==> src/rtl/stpseq_pkg.sv <==
`timescale 1ns / 1ps
package stpseq_pkg;

  localparam int unsigned GROUP_W = 29;
  localparam int unsigned MS_W    = 32;
  localparam int unsigned STEP_W  = 32;
  localparam int unsigned SPEED_W = 8;
  localparam int unsigned PHASE_W = 3;
  localparam int unsigned COIL_W  = 4;

  typedef enum logic [1:0] {
    REQ_TICK    = 2'd0,
    REQ_START   = 2'd1,
    REQ_LOAD_MS = 2'd2
  } stpseq_req_e_t;

  localparam logic [1:0] MODE_WAVE = 2'd0;
  localparam logic [1:0] MODE_FULL = 2'd1;
  localparam logic [1:0] MODE_HALF = 2'd2;

  // Coil patterns, coil_1 in bit 0 through coil_4 in bit 3.
  localparam logic [3:0] WAVE_CW  [4] = '{4'd8, 4'd4, 4'd2, 4'd1};
  localparam logic [3:0] WAVE_CCW [4] = '{4'd1, 4'd2, 4'd4, 4'd8};
  localparam logic [3:0] FULL_CW  [4] = '{4'd9, 4'd12, 4'd6, 4'd3};
  localparam logic [3:0] FULL_CCW [4] = '{4'd3, 4'd6, 4'd12, 4'd9};
  localparam logic [3:0] HALF_CW  [8] = '{4'd9, 4'd8, 4'd12, 4'd4, 4'd6, 4'd2, 4'd3, 4'd1};
  localparam logic [3:0] HALF_CCW [8] = '{4'd1, 4'd3, 4'd2, 4'd6, 4'd4, 4'd12, 4'd8, 4'd9};

  typedef struct packed {
    logic [1:0]         req_type;
    logic [STEP_W-1:0]  step_request;
    logic [SPEED_W-1:0] speed_ticks;
    logic               clockwise;
    logic [MS_W-1:0]    ms_value;
  } stpseq_req_t;

  typedef struct packed {
    logic [COIL_W-1:0]  coils;
    logic [GROUP_W-1:0] steps_left;
    logic [MS_W-1:0]    ms_left;
    logic [PHASE_W-1:0] phase_now;
  } stpseq_res_t;

  function automatic logic [3:0] pattern_for(input logic [1:0] mode, input logic cw,
                                             input logic [PHASE_W-1:0] phase);
    logic [3:0] pat;
    case (mode)
      MODE_WAVE: pat = cw ? WAVE_CW[phase[1:0]] : WAVE_CCW[phase[1:0]];
      MODE_FULL: pat = cw ? FULL_CW[phase[1:0]] : FULL_CCW[phase[1:0]];
      default:   pat = cw ? HALF_CW[phase] : HALF_CCW[phase];
    endcase
    return pat;
  endfunction

endpackage

==> src/rtl/stpseq_update.sv <==
`timescale 1ns / 1ps
module stpseq_update import stpseq_pkg::*; (
  input  logic        clk,
  input  logic        rst_n,
  input  logic        cfg_wr_en,
  input  logic [1:0]  cfg_wr_data,
  input  logic        step_en,
  input  stpseq_req_t req,
  output stpseq_res_t res
);

  logic [1:0]         mode_r;
  logic [GROUP_W-1:0] groups_r, groups_nxt;
  logic [SPEED_W-1:0] reload_r, reload_nxt;
  logic [SPEED_W-1:0] count_r, count_nxt;
  logic               cw_r, cw_nxt;
  logic [PHASE_W-1:0] phase_r, phase_nxt;
  logic [MS_W-1:0]    ms_r, ms_nxt;
  logic [COIL_W-1:0]  coils_r, coils_nxt;

  always_comb begin
    logic [SPEED_W-1:0] cnt_dec;
    logic [PHASE_W:0]   phase_inc;
    logic               wrap;
    groups_nxt = groups_r;
    reload_nxt = reload_r;
    count_nxt  = count_r;
    cw_nxt     = cw_r;
    phase_nxt  = phase_r;
    ms_nxt     = ms_r;
    coils_nxt  = coils_r;
    cnt_dec    = count_r - 1'b1;
    // Half step walks all eight phases; wave and full step use the low two bits.
    if (mode_r[1]) begin
      phase_inc = {1'b0, phase_r} + 1'b1;
      wrap      = phase_inc[PHASE_W];
    end else begin
      phase_inc = {2'b00, phase_r[1:0]} + 1'b1;
      wrap      = phase_inc[2];
    end
    case (req.req_type)
      REQ_TICK: begin
        if (ms_r != '0) ms_nxt = ms_r - 1'b1;
        count_nxt = cnt_dec;
        if (cnt_dec == '0) begin
          count_nxt = reload_r;
          if (groups_r != '0) begin
            coils_nxt = pattern_for(mode_r, cw_r, phase_r);
            if (wrap) begin
              phase_nxt  = '0;
              groups_nxt = groups_r - 1'b1;
            end else begin
              phase_nxt = phase_inc[PHASE_W-1:0];
            end
          end
          if (groups_nxt == '0) coils_nxt = '0;
        end
      end
      REQ_START: begin
        reload_nxt = req.speed_ticks;
        count_nxt  = req.speed_ticks;
        cw_nxt     = req.clockwise;
        groups_nxt = req.step_request[STEP_W-1:3];
      end
      REQ_LOAD_MS: ms_nxt = req.ms_value;
      default: ;
    endcase
  end

  always_ff @(posedge clk) begin
    if (!rst_n) begin
      mode_r   <= MODE_WAVE;
      groups_r <= '0;
      reload_r <= '0;
      count_r  <= '0;
      cw_r     <= 1'b0;
      phase_r  <= '0;
      ms_r     <= '0;
      coils_r  <= '0;
    end else begin
      if (cfg_wr_en) mode_r <= cfg_wr_data;
      if (step_en) begin
        groups_r <= groups_nxt;
        reload_r <= reload_nxt;
        count_r  <= count_nxt;
        cw_r     <= cw_nxt;
        phase_r  <= phase_nxt;
        ms_r     <= ms_nxt;
        coils_r  <= coils_nxt;
      end
    end
  end

  assign res.coils      = coils_nxt;
  assign res.steps_left = groups_nxt;
  assign res.ms_left    = ms_nxt;
  assign res.phase_now  = phase_nxt;

endmodule

==> src/rtl/stepper_phase_sequencer_core.sv <==
`timescale 1ns / 1ps
// An accepted input beat passes the input register, then the state update into the result
// register.
// Throughput: one beat per cycle; a held result stalls the input only once the input
// register is also full.
// Reset (rst_n low, synchronous): coils off, all counters, phase and mode cleared.
module stepper_phase_sequencer_core import stpseq_pkg::*; (
  input  logic        clk,
  input  logic        rst_n,
  input  logic        cfg_wr_en,
  input  logic [1:0]  cfg_wr_data,   // drive_mode
  input  logic        in_tvalid,
  output logic        in_tready,
  input  logic [79:0] in_tdata,      // step_request, speed_ticks, clockwise, ms_value, zero pad
  input  logic [1:0]  in_tuser,      // req_type
  output logic        out_tvalid,
  input  logic        out_tready,
  output logic [71:0] out_tdata      // coil_1..coil_4, steps_left, ms_left, phase_now, zero pad
);

  logic        in_valid_r;
  stpseq_req_t in_req_r;
  logic        out_valid_r;
  stpseq_res_t out_res_r;
  stpseq_res_t res;
  logic        advance;

  assign advance   = in_valid_r && (!out_valid_r || out_tready);
  assign in_tready = !in_valid_r || advance;

  always_ff @(posedge clk) begin
    if (!rst_n) begin
      in_valid_r <= 1'b0;
    end else if (in_tready) begin
      in_valid_r <= in_tvalid;
    end
  end

  always_ff @(posedge clk) begin
    if (in_tvalid && in_tready) begin
      in_req_r.req_type     <= in_tuser;
      in_req_r.step_request <= in_tdata[31:0];
      in_req_r.speed_ticks  <= in_tdata[39:32];
      in_req_r.clockwise    <= in_tdata[40];
      in_req_r.ms_value     <= in_tdata[72:41];
    end
  end

  stpseq_update u_update (
    .clk         (clk),
    .rst_n       (rst_n),
    .cfg_wr_en   (cfg_wr_en),
    .cfg_wr_data (cfg_wr_data),
    .step_en     (advance),
    .req         (in_req_r),
    .res         (res)
  );

  always_ff @(posedge clk) begin
    if (!rst_n) begin
      out_valid_r <= 1'b0;
      out_res_r   <= '0;
    end else begin
      if (advance) begin
        out_valid_r <= 1'b1;
        out_res_r   <= res;
      end else if (out_tready) begin
        out_valid_r <= 1'b0;
      end
    end
  end

  assign out_tvalid = out_valid_r;
  assign out_tdata  = {4'b0000, out_res_r.phase_now, out_res_r.ms_left,
                       out_res_r.steps_left, out_res_r.coils};

  // A held result beat keeps its data until it is taken.
  a_out_hold: assert property (@(posedge clk) disable iff (!rst_n)
    out_tvalid && !out_tready |=> out_tvalid && $stable(out_tdata))
    else $error("held result beat changed");

  // The input stage only stalls behind a held result.
  a_stall_cause: assert property (@(posedge clk) disable iff (!rst_n)
    !in_tready |-> in_valid_r && out_valid_r && !out_tready)
    else $error("input stalled without a blocked result");

  // Only a start move can raise the step group count.
  a_groups_monotonic: assert property (@(posedge clk) disable iff (!rst_n)
    advance && (in_req_r.req_type != REQ_START) |-> res.steps_left <= out_res_r.steps_left)
    else $error("step groups grew outside a start move");

endmodule

==> config.mk <==
export PLATFORM = sky130hd
export DESIGN_NAME = stepper_phase_sequencer_core
export DESIGN_NICKNAME = d
export VERILOG_FILES = /design/src/rtl/stpseq_pkg.sv /design/src/rtl/stpseq_update.sv /design/src/rtl/stepper_phase_sequencer_core.sv
export SDC_FILE = /design/constraint.sdc
export NUM_CORES = 1
export LEC_CHECK = 0
export ABC_AREA = 1
export BUFFER_PORTS_ARGS = -buffer_cell sky130_fd_sc_hd__buf_2
export CAP_MARGIN = 10
export CORE_MARGIN = 3
export CORE_UTILIZATION = 50
export CTS_CLUSTER_SIZE = 25
export DETAILED_ROUTE_END_ITERATION = 8
export MAX_ROUTING_LAYER = met4
export PLACE_DENSITY = 0.78
export SLEW_MARGIN = 5
export SYNTH_ARGS = -nofsm -noshare
export SYNTH_HDL_FRONTEND = slang
export SYNTH_SLANG_ARGS = --single-unit
==> constraint.sdc <==
create_clock -name clk -period 7.2 [get_ports clk]
set_input_delay 1.08 -clock clk [delete_from_list [all_inputs] [get_ports clk]]
set_output_delay 1.08 -clock clk [all_outputs]
set_load 0.05 [all_outputs]
==> results.sh, run 1 <==
export IMPL_place_gp_congestion=0.9451
export IMPL_arrival_ps=3770
export IMPL_layout_min_cycle_time_ps=3428
export IMPL_min_path_type="register to register"
export IMPL_synth_adder_area_share_pct=1.558
export IMPL_cap_violations=0
export IMPL_seq_area_frac_synth_pct=44.64
export IMPL_synthCells=1146
export IMPL_timing_rr_end="u_update.groups_r[8]$_SDFFE_PN0P_"
export IMPL_ys_seq_elements=161
export IMPL_final_period_utilization_pct=47.61
export IMPL_synth_compound_area_share_pct=15.14
export IMPL_hpwlAfterDp_um=16530
export IMPL_pin_count=163
export IMPL_area_delta_synth_final_pct=16.26
export IMPL_synth_xor_area_share_pct=2.153
export IMPL_syn_area_sq_um=8835
export IMPL_place_area_sq_um=9638
export IMPL_wire_per_inst_um=15.56
export IMPL_htree_levels=4
export IMPL_critPathLaunchType="register"
export IMPL_yosysTopAreaCell="edfxtp_1"
export IMPL_fin_nets=1374
export IMPL_use_met1_pct=30.28
export IMPL_track_usage_pct=24.56
export IMPL_core_area_sq_um=16940
export IMPL_worstMarginPinSlew_ps=1045
export IMPL_critPathKind="register to register"
export IMPL_cts_root_buf="clkbuf_16"
export IMPL_stdcell_area_sq_um=10270
export IMPL_cts_tree="done"
export IMPL_grt_pass1_vias=7777
export IMPL_crit_path_top_delay_cell="nor2_4"
export IMPL_drt_total_wl_um=23510
export IMPL_cts_sinks=161
export IMPL_yosys_area_top_type_share_pct=24.47
export IMPL_p_leak_nw=4.666
export IMPL_r2r_slack_ps=3770
export IMPL_pwr_density_cell_nw_per_um2=249.0
export IMPL_layout_drive_gt1_share_pct=20.05
export IMPL_max_freq_mhz=291.7
export IMPL_antenna_found_initial=4
export IMPL_ir_worst_vdd_v=0.0002309
export IMPL_yosysWarnings=0
export IMPL_async_flop_share_pct=0
export IMPL_postCtsSetupBuffers=0
export IMPL_setup_worst_path_end="u_update.groups_r[8]$_SDFFE_PN0P_"
export IMPL_first_pass_iters=5
export IMPL_synth_simple_area_share_pct=28.24
export IMPL_grt_start_max_net_pins=73
export IMPL_fillers=1536
export IMPL_finalClockSkew_ps=10.63
export IMPL_grt_util_met2_pct=40.32
export IMPL_ys_top_cells_by_area="edfxtp_1 24%, dfxtp_1 20%, nand2_1 11%"
export IMPL_synth_top_family_by_area="simple AND/OR/NAND/NOR gates"
export IMPL_path_common_cell="inv_2"
export IMPL_globalRoute_totalOverflow=0
export IMPL_cts_resized=0
export IMPL_synth_edff_count=72
export IMPL_path_cells="inv_2 -> nor2_4 -> inv_2 -> nor2_1 -> inv_1 -> nand2_4 -> o21ai_0 -> a31oi_1"
export IMPL_rsz0062_at_grt="false"
export IMPL_die_area_sq_um=19300
export IMPL_setup_viol=0
export IMPL_die_w_um=138.9
export IMPL_ctsHoldBuffers=0
export IMPL_critPathLaunch="in_req_r[73]$_DFFE_PP_"
export IMPL_vias_per_cell=5.474
export IMPL_syn_avg_cell_area_sq_um=7.709
export IMPL_drc=0
export IMPL_end_kind="register"
export IMPL_hold_viol=0
export IMPL_ant_nets=0
export IMPL_fp_dieH_um=138.9
export IMPL_crit_required_ps=7550
export IMPL_clk_pin_slew_ps=70
export IMPL_start_util_pct=52.16
export IMPL_status="completed"
export IMPL_met3_usage_pct=6.034
export IMPL_rows=47
export IMPL_synthMuxAreaShare_pct=0
export IMPL_slew_limit_headroom_pct=30.30
export IMPL_top_usage_layer="met2"
export IMPL_cpPeakStageDelay_ps=630
export IMPL_synthFlopType="dfxtp_1"
export IMPL_numCtsBuffers=17
export IMPL_grt_pass1_wl_um=38030
export IMPL_fin_setup_tns_ps=0
export IMPL_vias=8271
export IMPL_slew_violations=0
export IMPL_register_area_sq_um=3944
export IMPL_reg2reg_depth=8
export IMPL_multiInputGateArea_sq_um=4175
export IMPL_drt_initial_drc_count=656
export IMPL_synth_cell_types=53
export IMPL_min_delay_path_depth=2
export IMPL_clk_latency_ps=430
export IMPL_r2r_start="in_req_r[73]$_DFFE_PP_"
export IMPL_critPathMaxFanout=58
export IMPL_portBuffers=148
export IMPL_clockBufferDepth=2
-- per-stage QoR --
| step | utilization [%] | std cells | setup slack [ps] | hold WS [ps] | total power, mW |
|---|---|---|---|---|---|
| 3_5_place_dp | 56.91 | 1475 | 3849 | 452.6 | 1.611 |
| 6_report | 60.65 | 1511 | 3772 | 458.1 | 2.558 |
| 4_1_cts | 60.59 | 1507 | 3823 | 463.4 | 2.565 |
| 2_1_floorplan | - | 1149 | 3697 | 424.5 | 1.480 |
| 3_3_place_gp | 56.91 | 1475 | 3937 | 441.1 | 1.600 |
| 5_1_grt | 60.65 | 1511 | 3510 | 498.1 | 2.680 |
-- layout make-up --
class                      count  share of cell area [%]
multi-input combinational    815                   40.65
sequential                   161                   38.40
timing repair buffer         151                   7.431
inverter                     128                   4.678
clock buffer                  18                   4.178
tap                          220                   2.680
clock inverter                14                   1.888
antenna                        4                 0.09745
-- state kept, by name (all words and copies together), names as in the netlist --
signal             cells
u_update.phase_r       3
in_valid_r             1
in_req_r              72
u_update.ms_r         32
u_update.cw_r          1
u_update.coils_r       4
out_tvalid             1
u_update.mode_r        2
u_update.count_r       8
u_update.groups_r     29
u_update.reload_r      8
-- cells by family (layout without fill, tap and decap cells) --
kind of cell | after synthesis | count (layout)
compound gates | 236 | 236
xor+xnor | 20 | 20
fa+ha+maj | 11 | 11
buf+inv | 173 | 311
flops | 161 | 161
other cells | 1 | 8
simple gates | 544 | 544
-- worst min path at each step --
stage	start	endpoint	slack [ps]
floorplan	u_update.reload_r[7]$_SDFFE_PN0P_	u_update.reload_r[7]$_SDFFE_PN0P_	420
global placement	u_update.reload_r[7]$_SDFFE_PN0P_	u_update.reload_r[7]$_SDFFE_PN0P_	440
detailed placement	u_update.reload_r[4]$_SDFFE_PN0P_	u_update.reload_r[4]$_SDFFE_PN0P_	450
CTS	u_update.reload_r[4]$_SDFFE_PN0P_	u_update.reload_r[4]$_SDFFE_PN0P_	460
global route	u_update.reload_r[4]$_SDFFE_PN0P_	u_update.reload_r[4]$_SDFFE_PN0P_	500
finish	u_update.reload_r[4]$_SDFFE_PN0P_	u_update.reload_r[4]$_SDFFE_PN0P_	460
-- Yosys cell counts, drive strengths merged, types with 2 or more instances --
master	number
nand2	280
nor2	154
inv	126
o21ai	109
dfxtp	89
edfxtp	72
nand3	64
a21oi	62
a31oi	26
clkbuf	26
buf	19
nand4	17
nor3	17
xor2	14
ha	11
o211ai	11
a221oi	6
o22ai	6
xnor2	6
nor4	5
a211oi	4
o221ai	4
or2	3
clkinv	2
nand3b	2
o31ai	2
-- layout by cell type (no fill, tap or decap), types with 4 or more instances in the layout --
cell,instances
o221ai_1,4
nand4_1,16
o21ai_0,106
dfxtp_1,89
nor3_1,10
conb_1,4
a211oi_1,4
edfxtp_1,72
buf_2,148
inv_1,115
clkbuf_16,17
nand2_1,265
inv_2,11
a21oi_1,62
ha_1,11
nand3_2,5
nor2_2,17
nor2_1,125
a31oi_1,26
nor2_4,12
xnor2_1,6
o211ai_1,11
diode_2,4
xor2_1,12
a221oi_1,5
o22ai_1,6
nor3_2,6
nand2_2,12
nand3_1,59
inv_6,5
nor4_1,4
-- report_power, final --
group	total, mW	internal [mW]	switching, mW
combinational	0.558	0.168	0.389
sequential	1.04	1.00	0.0400
clock	0.957	0.559	0.398
total	2.56	1.73	0.827
-- routing by layer --
metal  vias up  share of wire [%]
li1       4092                  -
met1      3815                 42
met2       328                 48
met3        36                7.6
met4         0                1.8
met5         -                  0
-- worst max-delay path: cells and delay by family (launching register included) --
family / cells / cell delay (ps)
and+or+nand+nor: 3 / 1440
buffers and inverters: 3 / 960
DFF: 1 / 530
AOI/OAI and AO/OA: 2 / 360
Power figures use the tool's default switching activity.
==> run 2: changes to the inputs <==
--- a/config.mk
+++ b/config.mk
@@ -5,7 +5,7 @@
 export SDC_FILE = /design/constraint.sdc
 export NUM_CORES = 1
 export LEC_CHECK = 0
-export ABC_AREA = 1
+export ABC_AREA = 0
 export BUFFER_PORTS_ARGS = -buffer_cell sky130_fd_sc_hd__buf_2
 export CAP_MARGIN = 10
 export CORE_MARGIN = 3
@@ -13,7 +13,7 @@
 export CTS_CLUSTER_SIZE = 25
 export DETAILED_ROUTE_END_ITERATION = 8
 export MAX_ROUTING_LAYER = met4
-export PLACE_DENSITY = 0.78
+export PLACE_DENSITY = 0.82
 export SLEW_MARGIN = 5
 export SYNTH_ARGS = -nofsm -noshare
 export SYNTH_HDL_FRONTEND = slang
==> constraint.sdc (replaced) <==
create_clock -name clk -period 2.8 [get_ports clk]
set_input_delay 0.42 -clock clk [delete_from_list [all_inputs] [get_ports clk]]
set_output_delay 0.42 -clock clk [all_outputs]
set_load 0.05 [all_outputs]
==> run 2 against run 1 <==
- the run now ends with setup timing left
- via count rose by 1.1%
- worst setup slack got worse by 4100 ps
- sequential power rose to 2.6 times the previous value
- area after synthesis fell by 8.8%
- die area fell by 8.4%
- fmax rose by 9.6%
==> results.sh, run 2 <==
export IMPL_status="complete, but fails checks"
export IMPL_violations="setup timing"
export IMPL_rsz0062_at_grt="true"
export IMPL_syn_avg_cell_area_sq_um=9.179
export IMPL_layout_cells_most_common="buf_2"
export IMPL_grt_pass1_vias=7953
export IMPL_ys_seq_elements=161
export IMPL_synth_edff_count=72
export IMPL_die_w_um=133.0
export IMPL_min_path_type="input pin to register"
export IMPL_switching_share_pct=30.07
export IMPL_track_usage_pct=28.39
export IMPL_vias_per_cell=6.080
export IMPL_critPathKind="register to register"
export IMPL_portBuffers=148
export IMPL_hold_viol=0
export IMPL_first_pass_iters=5
export IMPL_postLayoutSetupSlackWorst_ps=-326.5
export IMPL_fp_dieH_um=133.0
export IMPL_p_leak_nw=4.702
export IMPL_power_mw=6.276
export IMPL_rows=45
export IMPL_place_gp_congestion=0.9415
export IMPL_reg_largest_list="in_req_r: 72 flops, u_update.ms_r: 32 flops, u_update.groups_r: 29 flops"
export IMPL_r2r_slack_ps=-330
export IMPL_htree_levels=4
export IMPL_core_area_sq_um=15480
export IMPL_ir_worst_vdd_v=0.0005061
export IMPL_numCtsBuffers=17
export IMPL_fin_nets=1248
export IMPL_arrival_ps=3460
export IMPL_synthCells=878
export IMPL_drt_total_wl_um=26360
export IMPL_async_flop_share_pct=0
export IMPL_globalRoute_totalOverflow=0
export IMPL_critPathLaunchType="register"
export IMPL_min_to="in_req_r[38]$_DFFE_PP_"
export IMPL_clk_latency_ps=440
export IMPL_critPathMaxFanout=4
export IMPL_final_cell_mix="148 x buf_2, 143 x buf_4, 91 x nand2_1"
export IMPL_syn_area_sq_um=8059
export IMPL_min_delay_path_depth=1
export IMPL_pwr_share_seq_pct=42.4
export IMPL_cts_sinks=161
export IMPL_start_util_pct=52.05
export IMPL_crit_family="compound AO/OA/AOI/OAI gates"
export IMPL_grt_start_max_net_pins=53
export IMPL_synth_cell_types=67
export IMPL_clk_pin_slew_ps=70
export IMPL_final_period_utilization_pct=111.7
export IMPL_ant_nets=0
export IMPL_synth_most_common_cell="nand2_1"
export IMPL_crit_path_top_delay_cell="or4_4"
export IMPL_slew_violations=0
export IMPL_largest_reg_flops=72
export IMPL_max_freq_mhz=319.8
export IMPL_p_comb_share_pct=21.9
export IMPL_yosys_area_top_type_share_pct=26.83
export IMPL_post_place_ws_ps=-346.3
export IMPL_cpPeakStageDelay_ps=570
export IMPL_yosysTopAreaCell="edfxtp_1"
export IMPL_finalClockSkew_ps=12.40
export IMPL_antenna_found_initial=3
export IMPL_area_delta_synth_final_pct=40.01
export IMPL_netlist_top_cells_count="91 x nand2_1, 89 x dfxtp_1, 73 x a21oi_1"
export IMPL_drt_initial_drc_count=745
export IMPL_slew_limit_headroom_pct=53.39
export IMPL_pwr_density_cell_nw_per_um2=556.2
export IMPL_p_sw_mw=1.887
export IMPL_r2r_start="u_update.groups_r[10]$_SDFFE_PN0P_"
export IMPL_timing_rr_end="u_update.coils_r[0]$_SDFFE_PN0P_"
export IMPL_p_int_mw=4.388
export IMPL_ys_top_cells_by_area="edfxtp_1 27%, dfxtp_1 22%, a21oi_1 4.5%"
export IMPL_cts_tree="done"
export IMPL_reg2reg_depth=10
export IMPL_seq_area_frac_synth_pct=48.94
export IMPL_clockBufferDepth=2
export IMPL_grt_pass1_wl_um=39400
export IMPL_cts_root_buf="clkbuf_16"
export IMPL_whs_ps=146.2
export IMPL_pin_count=163
export IMPL_layout_min_cycle_time_ps=3126
export IMPL_hpwlAfterDp_um=16420
export IMPL_top_register="in_req_r"
export IMPL_crit_required_ps=3130
export IMPL_die_area_sq_um=17680
export IMPL_hp_start="in_tdata[37]"
export IMPL_synthFlopType="dfxtp_1"
export IMPL_cap_violations=0
export IMPL_worstMarginPinSlew_ps=699.2
export IMPL_drc=0
export IMPL_path_cells="or4_4 -> a2111o_1 -> a211oi_4 -> buf_4 -> nor3b_2 -> o22ai_1 -> a2111o_1 -> o41ai_4 -> buf_4 -> nor2_1"
export IMPL_layout_drive_gt1_share_pct=37.30
export IMPL_setup_viol=4
export IMPL_wire_per_inst_um=19.16
export IMPL_yosysWarnings=0
export IMPL_pwr_share_clk_pct=35.7
export IMPL_vias=8366
export IMPL_fin_setup_tns_ps=-1285
export IMPL_crit_buf_inv=2
export IMPL_end_kind="register"
[run 2: changes by cell type in the layout (fill, tap and decap cells not counted), moves of 22 or more]
cell / change
a31oi_1: -22
buf_4: +140
inv_1: -96
nand2_1: -174
nand3_1: -29
nor2_1: -56
o21ai_0: -57
[run 2: worst max-delay path by stage]
| stage | endpoint | cells past startpoint | start | slack, ps |
|---|---|---|---|---|
| after floorplan | u_update.coils_r[0]$_SDFFE_PN0P_ | 8 | u_update.groups_r[10]$_SDFFE_PN0P_ | -220 |
| after global placement | u_update.coils_r[0]$_SDFFE_PN0P_ | 10 | u_update.groups_r[14]$_SDFFE_PN0P_ | -260 |
| after detailed placement | u_update.coils_r[0]$_SDFFE_PN0P_ | 11 | u_update.count_r[0]$_SDFFE_PN0P_ | -350 |
| after CTS | u_update.coils_r[0]$_SDFFE_PN0P_ | 9 | u_update.groups_r[19]$_SDFFE_PN0P_ | -280 |
| after global routing | u_update.coils_r[3]$_SDFFE_PN0P_ | 10 | u_update.groups_r[10]$_SDFFE_PN0P_ | -420 |
| final | u_update.coils_r[0]$_SDFFE_PN0P_ | 10 | u_update.groups_r[10]$_SDFFE_PN0P_ | -330 |
[run 2: through the flow]
stage / instance area, sq um / std cells / utilization [%]
2_1_floorplan: 8318 / 881 / -
3_3_place_gp: 10110 / 1303 / 65.30
3_5_place_dp: 10110 / 1303 / 65.30
4_1_cts: 10980 / 1359 / 70.89
5_1_grt: 11280 / 1375 / 72.86
6_report: 11280 / 1376 / 72.87
[run 2: cell families (layout without fill, tap and decap cells)]
family | after synthesis | after routing | synth area share (%)
simple gates | 337 | 337 | 20.96
compound gates | 250 | 250 | 20.59
flops | 161 | 161 | 48.94
buf+inv | 89 | 369 | 4.378
xor+xnor | 16 | 16 | 1.739
mux | 13 | 13 | 1.646
fa+ha+maj | 11 | 11 | 1.708
other cells | 1 | 8 | 0.04653
[run 2: power groups by stage]
| stage | combinational (mW) | sequential (mW) | clock, mW |
|---|---|---|---|
| 2_1_floorplan | 0.649 | 2.81 | 0 |
| 3_5_place_dp | 1.17 | 2.70 | 0 |
| 6_report | 1.37 | 2.66 | 2.24 |
| 4_1_cts | 1.25 | 2.65 | 2.25 |
| 5_1_grt | 1.47 | 2.67 | 2.36 |
| 3_3_place_gp | 1.14 | 2.70 | 0 |
[run 2: what timing repair did]
item                                    CTS  global route
setup buffers                            22            14
pin swaps                                22            30
endpoints found under the setup margin   14            57
gates resized for setup                  19            38
hold buffers                              0             0
gates cloned                              2             4
[run 2: worst register-to-register path, cell delays in order, from the launching register on]
cell and delay (ps):
dfxtp_4 340, or4_4 570, a2111o_1 450, a211oi_4 210, buf_4 150, nor3b_2 170, o22ai_1 120, a2111o_1 420
o41ai_4 360, buf_4 190, nor2_1 50
[run 2: metal layers]
metal | global-route usage (%) | up-vias | share of wire (%)
met1 | 34.02 | 3955 | 38
met4 | 13.22 | 0 | 3.9
met2 | 45.68 | 524 | 49
met3 | 6.274 | 98 | 9.6
met5 | - | - | 0
li1 | - | 3789 | -
[run 2: area by class of cell]
cell class | instances | area (sq um)
fillers | 1028 | 4200
multi-input cells | 631 | 4140
flip-flops and latches | 161 | 3984
repair buffers | 314 | 2226
clock buffers | 21 | 471.7
well taps | 211 | 264.0
clock inverters | 11 | 96.34
inverters | 23 | 91.34
diodes | 4 | 10.01
==> run 3: changes to the inputs <==
--- a/config.mk
+++ b/config.mk
@@ -14,6 +14,7 @@
 export DETAILED_ROUTE_END_ITERATION = 8
 export MAX_ROUTING_LAYER = met4
 export PLACE_DENSITY = 0.82
+export SKIP_LAST_GASP = 1
 export SLEW_MARGIN = 5
 export SYNTH_ARGS = -nofsm -noshare
 export SYNTH_HDL_FRONTEND = slang
==> run 3 against run 2 <==
- the run still ends with setup timing left
- fmax fell by 1.4%
- routed wire length is 0.44% lower
- combinational power is essentially flat
- die area is the same
- global-route usage about the same
- clock power is essentially flat
- largest power group unchanged
- worst setup slack lost 43 ps
- first-iteration DRC count is 5.5% higher
- critical endpoint unchanged
- largest cell class unchanged
- register-to-register slack worse by 40 ps
- critical path depth shrank 1
- clock-buffer cell count unchanged
- flip-flop and latch count stayed put
==> results.sh, run 3 (synthesized netlist as in run 2, its figures left out) <==
export IMPL_place_area_sq_um=10110
export IMPL_hold_viol=0
export IMPL_post_place_ws_ps=-346.3
export IMPL_die_area_sq_um=17680
export IMPL_vias=8334
export IMPL_final_period_utilization_pct=113.2
export IMPL_final_cell_mix="151 x buf_4, 148 x buf_2, 91 x nand2_1"
export IMPL_p_leak_nw=4.710
export IMPL_violations="setup timing"
export IMPL_cts_root_buf="clkbuf_16"
export IMPL_finalClockSkew_ps=11.72
export IMPL_ir_worst_vdd_v=0.0005029
export IMPL_met3_usage_pct=6.388
export IMPL_cap_violations=0
export IMPL_grt_start_max_net_pins=53
export IMPL_globalRoute_totalOverflow=0
export IMPL_largest_reg_flops=72
export IMPL_cts_sinks=161
export IMPL_end_kind="register"
export IMPL_cts_tree="done"
export IMPL_htree_levels=4
export IMPL_crit_required_ps=3120
export IMPL_fin_setup_tns_ps=-2203
export IMPL_fin_nets=1253
export IMPL_numCtsBuffers=17
export IMPL_clk_latency_ps=440
export IMPL_path_cells="or4_4 -> or4_4 -> nor4_4 -> xnor2_1 -> nand2_1 -> or4_4 -> o41ai_4 -> buf_4 -> nor2_1"
export IMPL_fp_dieH_um=133.0
export IMPL_place_gp_congestion=0.9415
export IMPL_grt_pass1_wl_um=39400
export IMPL_path_common_cell="or4_4"
export IMPL_drt_initial_drc_count=786
export IMPL_track_usage_pct=28.37
export IMPL_use_met1_pct=33.93
export IMPL_setup_viol=20
export IMPL_top_register="in_req_r"
export IMPL_worstMarginPinSlew_ps=716.7
export IMPL_core_area_sq_um=15480
export IMPL_drt_total_wl_um=26250
export IMPL_layout_min_cycle_time_ps=3169
export IMPL_power_mw=6.272
export IMPL_grt_util_met2_pct=45.60
export IMPL_critPathKind="register to register"
export IMPL_min_path_type="input pin to register"
export IMPL_start_util_pct=52.05
export IMPL_status="complete, but fails checks"
export IMPL_rsz0062_at_grt="true"
export IMPL_arrival_ps=3490
export IMPL_slew_violations=0
export IMPL_drc=0
export IMPL_wire_per_inst_um=19.02
export IMPL_reg2reg_depth=9
export IMPL_layout_cells_most_common="buf_4"
export IMPL_grt_pass1_vias=7964
export IMPL_clk_pin_slew_ps=70
export IMPL_clockBufferDepth=2
export IMPL_slew_limit_headroom_pct=52.22
export IMPL_die_w_um=133.0
export IMPL_postLayoutSetupSlackWorst_ps=-369.3
export IMPL_pwr_density_cell_nw_per_um2=557.0
export IMPL_pin_count=163
export IMPL_critPathLaunchType="register"
export IMPL_antenna_found_initial=3
export IMPL_crit_path_top_delay_cell="or4_4"
export IMPL_hpwlAfterDp_um=16420
export IMPL_first_pass_iters=6
export IMPL_cpPeakStageDelay_ps=550
export IMPL_portBuffers=148
export IMPL_stdcell_area_sq_um=11260
export IMPL_area_delta_synth_final_pct=39.73
export IMPL_max_freq_mhz=315.5
export IMPL_top_usage_layer="met2"
export IMPL_vias_per_cell=6.039
export IMPL_ant_nets=0
export IMPL_layout_drive_gt1_share_pct=37.39
export IMPL_critPathMaxFanout=4
export IMPL_min_delay_path_depth=1
export IMPL_rows=45
export IMPL_reg_largest_list="in_req_r: 72 flops, u_update.ms_r: 32 flops, u_update.groups_r: 29 flops"
## run 3: cell type report
cell class              instances  area [sq um]
diodes                          3         7.507
clock buffers                  21         471.7
clock inverters                11         96.34
fillers                      1031          4223
inverters                      23         91.34
multi-input cells             631          4120
flip-flops and latches        161          3984
well taps                     211         264.0
repair buffers                319          2226
## run 3: routing by layer
metal | vias to the layer above | part of all wire (%)
met5 | - | 0
met4 | 0 | 3.6
met3 | 93 | 9.2
met2 | 517 | 49
met1 | 3924 | 38
li1 | 3800 | -
## run 3: power breakdown
| part | internal (mW) | total, mW | switching [mW] | leakage, nW |
|---|---|---|---|---|
| combinational | 0.590 | 1.37 | 0.784 | 3.01 |
| sequential | 2.57 | 2.66 | 0.0916 | 1.44 |
| clock | 1.23 | 2.24 | 1.01 | 0.266 |
| total | 4.39 | 6.27 | 1.88 | 4.71 |
## run 3: metrics by stage
stage	cells	hold slack, ps	util, %
CTS	1359	141.6	70.88
floorplan	881	443.3	-
detailed placement	1303	443.8	65.30
finish	1380	151.8	72.73
global route	1380	134.6	72.73
global placement	1303	438.3	65.30
## run 3: path summary, 6_finish.rpt
| path | start | end | slack, ps |
|---|---|---|---|
| worst max-delay path | u_update.groups_r[19]$_SDFFE_PN0P_ | u_update.coils_r[0]$_SDFFE_PN0P_ | -370 |
| worst min register to register | u_update.coils_r[3]$_SDFFE_PN0P_ | u_update.coils_r[3]$_SDFFE_PN0P_ | 460 |
| worst max register to register | u_update.groups_r[19]$_SDFFE_PN0P_ | u_update.coils_r[0]$_SDFFE_PN0P_ | -370 |
| worst min-delay path | in_tdata[66] | in_req_r[25]$_DFFE_PP_ | 150 |
## run 3: what timing repair did
item,4_1_cts,5_1_grt
setup buffers,22,19
pin swaps,21,25
hold buffers,0,0
setup endpoints to repair,14,57
resized for setup,14,38
gates cloned,2,2
hold endpoints to repair,0,0
## run 3: critical path: cells and delay by family (launching register included)
family                 cells  cell delay, ps
AO/OA/AOI/OAI              1             300
XOR/XNOR                   1             190
buffers and inverters      1             200
flip-flops                 1             340
AND/OR/NAND/NOR            6            2020
